==> src/hdl/battery_gauge_with_tx_current_macros.svh <==
// ---------------------------------------------------------------------------
// Battery gauge assertion macros
// Assertion wrappers shared by the RTL; they compile away under synthesis.
// ---------------------------------------------------------------------------
`ifndef BATTERY_GAUGE_WITH_TX_CURRENT_MACROS_SVH
`define BATTERY_GAUGE_WITH_TX_CURRENT_MACROS_SVH

`ifndef SYNTHESIS
// property must hold at every rising clock edge outside reset
`define BG_ASSERT(label, clk, rst_n, prop) \
  label: assert property (@(posedge clk) disable iff (!rst_n) prop) \
    else $error("assertion failed");
// condition must never be true outside reset
`define BG_ASSERT_NEVER(label, clk, rst_n, cond) \
  label: assert property (@(posedge clk) disable iff (!rst_n) !(cond)) \
    else $error("forbidden condition seen");
`else
`define BG_ASSERT(label, clk, rst_n, prop)
`define BG_ASSERT_NEVER(label, clk, rst_n, cond)
`endif

`endif

==> src/hdl/bgtx_pkg.sv <==
// ---------------------------------------------------------------------------
// bgtx_pkg
// Constants, codes and widths of the battery gauge.
// ---------------------------------------------------------------------------
package bgtx_pkg;

  // widths
  localparam int unsigned RawW   = 12;
  localparam int unsigned LevelW = 11;
  localparam int unsigned DivW   = 26;  // covers 4095 * 10000
  localparam int unsigned QuoW   = 9;   // widest quotient (resistance, up to 275)
  localparam int unsigned CntW   = 4;

  // display style codes
  localparam logic [1:0] StyleBar  = 2'd1;
  localparam logic [1:0] StylePct  = 2'd2;
  localparam logic [1:0] StyleVolt = 2'd3;

  // register index (paddr bit 2)
  localparam logic RegStyle  = 1'b0;
  localparam logic RegEnable = 1'b1;

  // level and display
  localparam logic [RawW-1:0]   LevelOffset = 12'd2828;
  localparam logic [LevelW-1:0] ColorHigh   = 11'd950;
  localparam logic [LevelW-1:0] ColorLow    = 11'd316;
  localparam logic [1:0]        ColorLowC   = 2'd0;
  localparam logic [1:0]        ColorNormC  = 2'd1;
  localparam logic [1:0]        ColorHighC  = 2'd2;
  localparam logic [6:0]        VoltBase    = 7'd58;

  // quotient bits per division
  localparam logic [CntW-1:0] BarQ  = 4'd5;
  localparam logic [CntW-1:0] PctQ  = 4'd7;
  localparam logic [CntW-1:0] VoltQ = 4'd5;
  localparam logic [CntW-1:0] IrQ   = 4'd9;
  localparam logic [CntW-1:0] CurQ  = 4'd8;

  // divisors aligned to the top quotient bit
  localparam logic [DivW-1:0] DsrBar  = 26'd66   << 4;
  localparam logic [DivW-1:0] DsrPct  = 26'd76   << 6;
  localparam logic [DivW-1:0] DsrVolt = 26'd48   << 4;
  localparam logic [DivW-1:0] DsrIr   = 26'd1000 << 8;

  // current estimate
  localparam logic [18:0]     IrIntercept = 19'd275560;
  localparam logic [QuoW-1:0] IrMin       = 9'd30;
  localparam logic [QuoW-1:0] IrMax       = 9'd100;
  localparam logic [DivW-1:0] DiffScale   = 26'd10000;
  localparam logic [15:0]     CurDiv      = 16'd488;
  localparam logic [QuoW-1:0] CurMax      = 9'd99;

endpackage

==> src/hdl/battery_gauge_with_tx_current.sv <==
// ---------------------------------------------------------------------------
// battery_gauge_with_tx_current
// Battery level, display values and transmit current estimate from one
// converter sample, computed on a shared shift-subtract divider.
// ---------------------------------------------------------------------------
//
//   channel   direction  handshake              payload
//   --------  ---------  ---------------------  ---------------------------------
//   in        sink       in_valid_i/in_stall_o   adc_high_byte, adc_low_byte, tx
//   out       source     out_valid_o/out_stall_i level .. current_valid
//   config    APB slave  psel/penable/pready     display_style, estimate enable
//
// Sequence: one divider retires one quotient bit per cycle and sets the rate.
//   An item runs the bar, percent and volts divisions, plus the internal
//   resistance division, a multiply step and the current division when an
//   estimate is made, then loads the output register; the input stalls until
//   then, and a new item is taken the cycle after that load.
// Reset: async, active low; clears state, stored readings and config.
// Stalls: a held result sits in the output register; the next item is
//   accepted and computed, and only the final load waits for it to drain.
//
`include "battery_gauge_with_tx_current_macros.svh"

module battery_gauge_with_tx_current
  import bgtx_pkg::*;
(
  input  logic        clk_i,
  input  logic        rst_ni,
  // input items
  input  logic        in_valid_i,
  output logic        in_stall_o,
  input  logic [7:0]  adc_high_byte_i,
  input  logic [7:0]  adc_low_byte_i,
  input  logic        transmitting_i,
  // result items
  output logic        out_valid_o,
  input  logic        out_stall_i,
  output logic [10:0] level_o,
  output logic [1:0]  color_class_o,
  output logic [4:0]  bar_length_o,
  output logic [6:0]  percent_o,
  output logic [6:0]  volts_tenths_o,
  output logic [6:0]  shown_value_o,
  output logic [6:0]  current_tenths_o,
  output logic        current_valid_o,
  // configuration
  input  logic        psel,
  input  logic        penable,
  input  logic        pwrite,
  input  logic [2:0]  paddr,
  input  logic [31:0] pwdata,
  output logic [31:0] prdata,
  output logic        pready
);

  typedef enum logic [2:0] {
    S_IDLE,
    S_BAR,
    S_PCT,
    S_VOLT,
    S_IR,
    S_MUL,
    S_CUR,
    S_DONE
  } state_e;

  state_e state_q;

  // config registers
  logic [1:0] style_q;
  logic       est_en_q;

  // stored readings
  logic [RawW-1:0] rx_rd_q, tx_rd_q;
  logic            is_tx_q;

  // per-item results
  logic [LevelW-1:0] level_q;
  logic [4:0]        bar_q;
  logic [6:0]        pct_q, volts_q, cur_q;
  logic              cur_valid_q;
  logic [6:0]        ir_q;

  // divider
  logic [DivW-1:0] rem_q, dsr_q;
  logic [QuoW-1:0] quo_q;
  logic [CntW-1:0] cnt_q;

  // output register
  logic              out_valid_q;
  logic [LevelW-1:0] o_level_q;
  logic [1:0]        o_color_q;
  logic [4:0]        o_bar_q;
  logic [6:0]        o_pct_q, o_volts_q, o_shown_q, o_cur_q;
  logic              o_cur_valid_q;

  // ---------------------------------------------------------------------
  // APB config port: always ready, index in paddr bit 2
  // ---------------------------------------------------------------------
  logic cfg_wr;
  assign pready = 1'b1;
  assign cfg_wr = psel && penable && pwrite && pready;

  always_ff @(posedge clk_i or negedge rst_ni) begin
    if (!rst_ni) begin
      style_q  <= StyleBar;
      est_en_q <= 1'b0;
    end else if (cfg_wr) begin
      case (paddr[2])
        RegStyle:  style_q  <= pwdata[1:0];
        RegEnable: est_en_q <= pwdata[0];
        default:   ;
      endcase
    end
  end

  always_comb begin
    case (paddr[2])
      RegStyle:  prdata = {30'b0, style_q};
      RegEnable: prdata = {31'b0, est_en_q};
      default:   prdata = '0;
    endcase
  end

  // ---------------------------------------------------------------------
  // input side
  // ---------------------------------------------------------------------
  logic              in_acc;
  logic [RawW-1:0]   raw;
  logic [RawW-1:0]   raw_off;
  logic [LevelW-1:0] level_new;

  assign in_stall_o = (state_q != S_IDLE);
  assign in_acc     = in_valid_i && !in_stall_o;
  assign raw        = {adc_high_byte_i, adc_low_byte_i[7:4]};
  assign raw_off    = raw - LevelOffset;
  assign level_new  = (raw > LevelOffset) ? raw_off[LevelW-1:0] : '0;

  // level * 6 as shifts
  logic [13:0] level_x6;
  assign level_x6 = {1'b0, level_q, 2'b0} + {2'b0, level_q, 1'b0};

  // internal resistance numerator: 275560 - 60 * rx
  logic [18:0] ir_num;
  assign ir_num = IrIntercept - ({1'b0, rx_rd_q, 6'b0} - {5'b0, rx_rd_q, 2'b0});

  // droop; a negative droop clamps to zero current
  logic [RawW:0]   diff;
  logic [DivW-1:0] prod;
  logic [15:0]     den;
  assign diff = {1'b0, rx_rd_q} - {1'b0, tx_rd_q};
  assign prod = DivW'(diff[RawW-1:0]) * DiffScale;
  assign den  = 16'(ir_q) * CurDiv;

  // ---------------------------------------------------------------------
  // shift-subtract step: one quotient bit per cycle
  // ---------------------------------------------------------------------
  logic            div_busy, ge, last;
  logic [DivW-1:0] rem_sub;
  logic [QuoW-1:0] quo_nx;

  assign div_busy = (state_q == S_BAR) || (state_q == S_PCT) || (state_q == S_VOLT) ||
                    (state_q == S_IR) || (state_q == S_CUR);
  assign ge       = (rem_q >= dsr_q);
  assign rem_sub  = rem_q - dsr_q;
  assign quo_nx   = {quo_q[QuoW-2:0], ge};
  assign last     = (cnt_q == CntW'(1));

  logic est_go;
  assign est_go = est_en_q && is_tx_q && ((style_q == StylePct) || (style_q == StyleVolt));

  logic [6:0] ir_clamped, cur_clamped;
  assign ir_clamped  = (quo_nx < IrMin) ? IrMin[6:0] :
                       (quo_nx > IrMax) ? IrMax[6:0] : quo_nx[6:0];
  assign cur_clamped = (quo_nx > CurMax) ? CurMax[6:0] : quo_nx[6:0];

  // final display values
  logic [1:0] color_nx;
  logic [6:0] shown_nx;
  assign color_nx = (level_q > ColorHigh) ? ColorHighC :
                    (level_q < ColorLow)  ? ColorLowC  : ColorNormC;
  always_comb begin
    case (style_q)
      StylePct:  shown_nx = pct_q;
      StyleVolt: shown_nx = volts_q;
      default:   shown_nx = {2'b0, bar_q};
    endcase
  end

  // result moves into the output register when that is empty or draining
  logic out_load;
  assign out_load = (state_q == S_DONE) && (!out_valid_q || !out_stall_i);

  // ---------------------------------------------------------------------
  // sequencer, datapath and output register
  // ---------------------------------------------------------------------
  always_ff @(posedge clk_i or negedge rst_ni) begin
    if (!rst_ni) begin
      state_q     <= S_IDLE;
      out_valid_q <= 1'b0;
      rx_rd_q     <= '0;
      tx_rd_q     <= '0;
      cnt_q       <= '0;
    end else begin
      if (out_load) begin
        out_valid_q <= 1'b1;
      end else if (out_valid_q && !out_stall_i) begin
        out_valid_q <= 1'b0;
      end
      // on the last bit the state below reloads or leaves the divider
      if (div_busy && !last) begin
        rem_q <= ge ? rem_sub : rem_q;
        dsr_q <= dsr_q >> 1;
        quo_q <= quo_nx;
        cnt_q <= cnt_q - CntW'(1);
      end
      case (state_q)
        S_IDLE: begin
          if (in_acc) begin
            if (transmitting_i) begin
              tx_rd_q <= raw;
            end else begin
              rx_rd_q <= raw;
            end
            is_tx_q <= transmitting_i;
            level_q <= level_new;
            rem_q   <= DivW'(level_new);
            dsr_q   <= DsrBar;
            quo_q   <= '0;
            cnt_q   <= BarQ;
            state_q <= S_BAR;
          end
        end
        S_BAR: begin
          if (last) begin
            bar_q   <= quo_nx[4:0];
            rem_q   <= DivW'(level_x6);
            dsr_q   <= DsrPct;
            quo_q   <= '0;
            cnt_q   <= PctQ;
            state_q <= S_PCT;
          end
        end
        S_PCT: begin
          if (last) begin
            pct_q   <= quo_nx[6:0];
            rem_q   <= DivW'(level_q);
            dsr_q   <= DsrVolt;
            quo_q   <= '0;
            cnt_q   <= VoltQ;
            state_q <= S_VOLT;
          end
        end
        S_VOLT: begin
          if (last) begin
            volts_q <= {2'b0, quo_nx[4:0]} + VoltBase;
            if (est_go) begin
              rem_q   <= DivW'(ir_num);
              dsr_q   <= DsrIr;
              quo_q   <= '0;
              cnt_q   <= IrQ;
              state_q <= S_IR;
            end else begin
              cur_q       <= '0;
              cur_valid_q <= 1'b0;
              state_q     <= S_DONE;
            end
          end
        end
        S_IR: begin
          if (last) begin
            ir_q    <= ir_clamped;
            state_q <= S_MUL;
          end
        end
        S_MUL: begin
          // (d * 10000 / ir) / 488 equals d * 10000 / (ir * 488)
          rem_q   <= diff[RawW] ? '0 : prod;
          dsr_q   <= {3'b0, den, 7'b0};
          quo_q   <= '0;
          cnt_q   <= CurQ;
          state_q <= S_CUR;
        end
        S_CUR: begin
          if (last) begin
            cur_q       <= cur_clamped;
            cur_valid_q <= 1'b1;
            state_q     <= S_DONE;
          end
        end
        S_DONE: begin
          if (out_load) begin
            o_level_q     <= level_q;
            o_color_q     <= color_nx;
            o_bar_q       <= bar_q;
            o_pct_q       <= pct_q;
            o_volts_q     <= volts_q;
            o_shown_q     <= shown_nx;
            o_cur_q       <= cur_q;
            o_cur_valid_q <= cur_valid_q;
            state_q       <= S_IDLE;
          end
        end
        default: state_q <= S_IDLE;
      endcase
    end
  end

  assign out_valid_o      = out_valid_q;
  assign level_o          = o_level_q;
  assign color_class_o    = o_color_q;
  assign bar_length_o     = o_bar_q;
  assign percent_o        = o_pct_q;
  assign volts_tenths_o   = o_volts_q;
  assign shown_value_o    = o_shown_q;
  assign current_tenths_o = o_cur_q;
  assign current_valid_o  = o_cur_valid_q;

  // ---------------------------------------------------------------------
  // assertions
  // ---------------------------------------------------------------------
  `BG_ASSERT(a_accept_starts_bar, clk_i, rst_ni, in_acc |=> (state_q == S_BAR))
  `BG_ASSERT_NEVER(a_div_cnt_empty, clk_i, rst_ni, div_busy && (cnt_q == '0))
  `BG_ASSERT(a_cur_range, clk_i, rst_ni, out_valid_q |-> (o_cur_q <= CurMax[6:0]))
  `BG_ASSERT(a_cur_zero, clk_i, rst_ni, (out_valid_q && !o_cur_valid_q) |-> (o_cur_q == '0))

endmodule

==> config.mk <==
export PLATFORM = sky130hd
export DESIGN_NAME = battery_gauge_with_tx_current
export DESIGN_NICKNAME = d
export VERILOG_FILES = /design/src/hdl/bgtx_pkg.sv /design/src/hdl/battery_gauge_with_tx_current.sv
export VERILOG_INCLUDE_DIRS = /design/src /design/src/hdl
export SDC_FILE = /design/constraint.sdc
export NUM_CORES = 1
export LEC_CHECK = 0
export ABC_AREA = 0
export BUFFER_PORTS_ARGS = -buffer_cell sky130_fd_sc_hd__clkbuf_2
export CORE_ASPECT_RATIO = 0.75
export CORE_MARGIN = 4
export CORE_UTILIZATION = 50
export CTS_CLUSTER_SIZE = 24
export DETAILED_ROUTE_END_ITERATION = 10
export HOLD_SLACK_MARGIN = 0.02
export PLACE_DENSITY_LB_ADDON = 0.12
export SLEW_MARGIN = 20
export SYNTH_ARGS = -nofsm -noshare
export SYNTH_HDL_FRONTEND = slang
export SYNTH_SLANG_ARGS = --single-unit
==> constraint.sdc <==
create_clock -name clk_i -period 14.15 [get_ports clk_i]
set_input_delay 0.7075 -clock clk_i [delete_from_list [all_inputs] [get_ports clk_i]]
set_output_delay 0.7075 -clock clk_i [all_outputs]
set_load 0.005 [all_outputs]
==> metrics.md <==
| Metric | Value |
|---|---|
| Clock transition at path regs | 0.09 ns |
| Max incr delay on CP | 0.53 ns |
| CTS H-Tree Depth | 4 |
| GRT Util Overall | 0.228 |
| DRT iter0 DRCs | 1119 |
| Area growth from synthesis to layout | 8.77% |
| Cts bufs inserted | 17 |
| Most common cell after layout, fill and taps aside | inv_1 |
| Syn. warnings | 0 |
| Final layout net count | 1821 |
| Rel. slew slack | 0.267 |
| Post-CTS sizing | 0 |
| Post-synth EDFFs | 153 |
| Ys async rst share | 0.186 |
| Post-CTS setup buffers | 0 |
| Starting density of the core | 0.515 |
| Final Non-Filler Cells | 1951 |
| Final count of pins violating max slew | 0 |
| Port bufs | 73 |
| Overflow left after global routing | 0 |
| CTS Buffer Depth | 2 |
| Core Rows | 53 |
| Number of distinct library cells after synthesis | 76 |
| Via/cell ratio | 5.70 |
| Root Buffer | clkbuf_16 |
| Dpl hpwl | 27.7 mm |
| Reg2Reg Depth | 27 |
| Sequential fraction of the synthesis area | 0.374 |
| FF-to-FF Start | rx_rd_q[0] |
| Fin. Hold Viols | 0 |
| Share of layout cells above drive strength 1 | 0.0990 |
| Vias | 11100 |
| Period utilization | 0.478 |
| Fmax | 148 MHz |
| RR Endpoint | rem_q[23] |
| Antenna-violating nets left | 0 |
| Setup tns final | 0 ns |
| Placed cells | 1918 |
| CTS tree | done |
| Status | finished clean |
| Later-pin clock latency in the skew report | 0.45 ns |
| CTS Hold Buffers Added | 0 |
| Gpl congestion | 0.934 |
| Util after Layout | 0.560 |
| Die area | 0.0321 mm² |
| First-pass GRT wire length | 57.9 mm |
| Least-Margin Pin Slew | 1.09 ns |
| Setup crit end | rem_q[23] |
| Avg Inst Size Synth | 9.78 µm² |
| Post-Place Setup Slack | 7.46 ns |
| Top_reg_cell synth | edfxtp_1 |
| Number of max-cap violations | 0 |
| Die extent in x | 205 µm |
| Period minus WS final | 6.76 ns |
| DRC | 0 |
| Core area | 0.0284 mm² |
| Reg2Reg Setup Slack | 7.39 ns |
| CP most frequent cell | ha_1 |
| Crit Path Max Fanout | 7 |
| Most frequent cells in the layout | 176 x inv_1, 170 x ha_1, 153 x edfxtp_1 |
| Post-Route WL | 36.1 mm |
| CP endpoint kind | flip-flop |
| Vias in the first global route | 10500 |
| Drt first pass iters | 6 |
| Clk sinks | 188 |
| Yosys reg bits | 188 |
| WS Path Type | reg2reg |
| Cell Area, Synth | 0.0146 mm² |
| CP max stage cell | fa_1 |
| Post-route setup slack | 7.39 ns |
| Skew final | 0.0169 ns |
| Arrival @ worst endpoint | 6.91 ns |
| RSZ-0062 raised after global routing | no |
| Die H | 156 µm |
| ANT cells | 0 |
| Initial antenna violation count | 0 |
| Final Setup Violations | 0 |
| I/O pins | 141 |
| CP startpoint | rx_rd_q[0] |
| Setup crit start kind | flip-flop |
| Wirelength per Cell | 18.5 µm |
| Hold Path Class | in2async |
| Required time worst endpoint | 14.30 ns |
| Largest net degree at the start of global routing | 61 |
| Cells after Synth | 1495 |
-- kinds of logic (layout without fill, tap and decap cells) --
kind of cell | after synthesis | after routing | share of synthesized area
compound gates | 372 | 372 | 0.162
xor+xnor | 89 | 89 | 0.0533
fa+ha+maj | 209 | 209 | 0.199
buf+inv | 251 | 293 | 0.0737
flops | 188 | 188 | 0.374
mux | 43 | 43 | 0.0314
other cells | 2 | 31 | 0.000514
simple gates | 341 | 341 | 0.105
-- per-layer routing --
metal	global-route usage	wire [µm]	vias to the layer above	part of all wire
li1	-	-	5353	-
met1	0.361	18100	5370	0.50
met2	0.328	15100	364	0.42
met3	0.0434	2550	30	0.070
met4	0.0427	349	0	0.0097
met5	0	0	-	0
-- through the flow --
stage               cell area [µm²]  hold WS (ns)
floorplan                     14700         0.400
global placement              15200         0.412
detailed placement            15200         0.405
CTS                           15900         0.240
global route                  15900         0.260
finish                        15900         0.258
-- how the worst min path moves through the flow --
stage / start / slack (ns) / cells after the start / end
after floorplan: cur_q[0] / 0.40 / 0 / current_tenths_o[0]
after global placement: cur_q[3] / 0.41 / 0 / current_tenths_o[3]
after detailed placement: cur_q[4] / 0.40 / 0 / current_tenths_o[4]
after CTS: rst_ni / 0.24 / 1 / state_q[0]
after global routing: rst_ni / 0.26 / 1 / cnt_q[0]
final: rst_ni / 0.26 / 1 / cnt_q[0]
-- Yosys cell counts, types with 4 or more instances --
| cell | number | area (µm²) |
|---|---|---|
| dfrtp_1 | 34 | 851 |
| mux2_2 | 19 | 214 |
| buf_1 | 5 | 18.8 |
| inv_1 | 176 | 661 |
| or2_2 | 4 | 25.0 |
| xor2_1 | 37 | 324 |
| o21ai_1 | 4 | 20.0 |
| o21a_1 | 9 | 67.6 |
| o211ai_1 | 14 | 105 |
| nor3_1 | 23 | 115 |
| clkbuf_1 | 28 | 105 |
| o31a_1 | 7 | 61.3 |
| buf_2 | 9 | 45.0 |
| nor2b_1 | 13 | 81.3 |
| nand3_1 | 25 | 125 |
| o221ai_1 | 6 | 52.6 |
| o22ai_1 | 13 | 81.3 |
| a21oi_1 | 123 | 616 |
| a2111oi_0 | 4 | 35.0 |
| buf_4 | 31 | 233 |
| o31ai_1 | 5 | 37.5 |
| o21bai_1 | 14 | 105 |
| nand2b_1 | 15 | 93.8 |
| nand2_1 | 119 | 447 |
| ha_1 | 170 | 2130 |
| a21boi_0 | 8 | 60.1 |
| and2_1 | 6 | 37.5 |
| fa_1 | 39 | 781 |
| xnor2_1 | 52 | 455 |
| a221oi_1 | 4 | 35.0 |
| and3_1 | 10 | 62.6 |
| mux2i_1 | 23 | 230 |
| a211oi_1 | 14 | 105 |
| a21o_1 | 24 | 180 |
| nand4_1 | 5 | 31.3 |
| a22oi_1 | 9 | 67.6 |
| a211o_1 | 5 | 43.8 |
| edfxtp_1 | 153 | 4590 |
| nor2_1 | 103 | 387 |
| or3_1 | 5 | 31.3 |
| o21ai_0 | 73 | 365 |
| a31oi_1 | 9 | 56.3 |
-- layout make-up --
class | count | area (µm²)
sequential | 188 | 5470
clock inverter | 15 | 208
tap | 385 | 482
fill | 2576 | 12500
inverter | 177 | 664
timing repair buffer | 84 | 463
multi-input combinational | 1085 | 8180
clock buffer | 17 | 425
-- sequential cells by signal (all words and copies together), names as in the netlist, 7 cells and up --
signal,count
percent_o,7
level_o,11
shown_value_o,7
volts_tenths_o,7
level_q,11
pct_q,7
rx_rd_q,12
cur_q,7
ir_q,7
rem_q,26
volts_q,7
current_tenths_o,7
tx_rd_q,12
dsr_q,26
quo_q,8
-- critical path, delay by kind of cell (launching register included) --
kind | cells | cell delay (ns)
xor+xnor | 3 | 0.81
simple gates | 1 | 0.21
buf+inv | 5 | 0.53
compound gates | 10 | 1.81
fa+ha+maj | 8 | 2.59
flops | 1 | 0.52
Power is not shown: default switching activity piles up to over one toggle a cycle in this logic, so the estimate is an artifact.
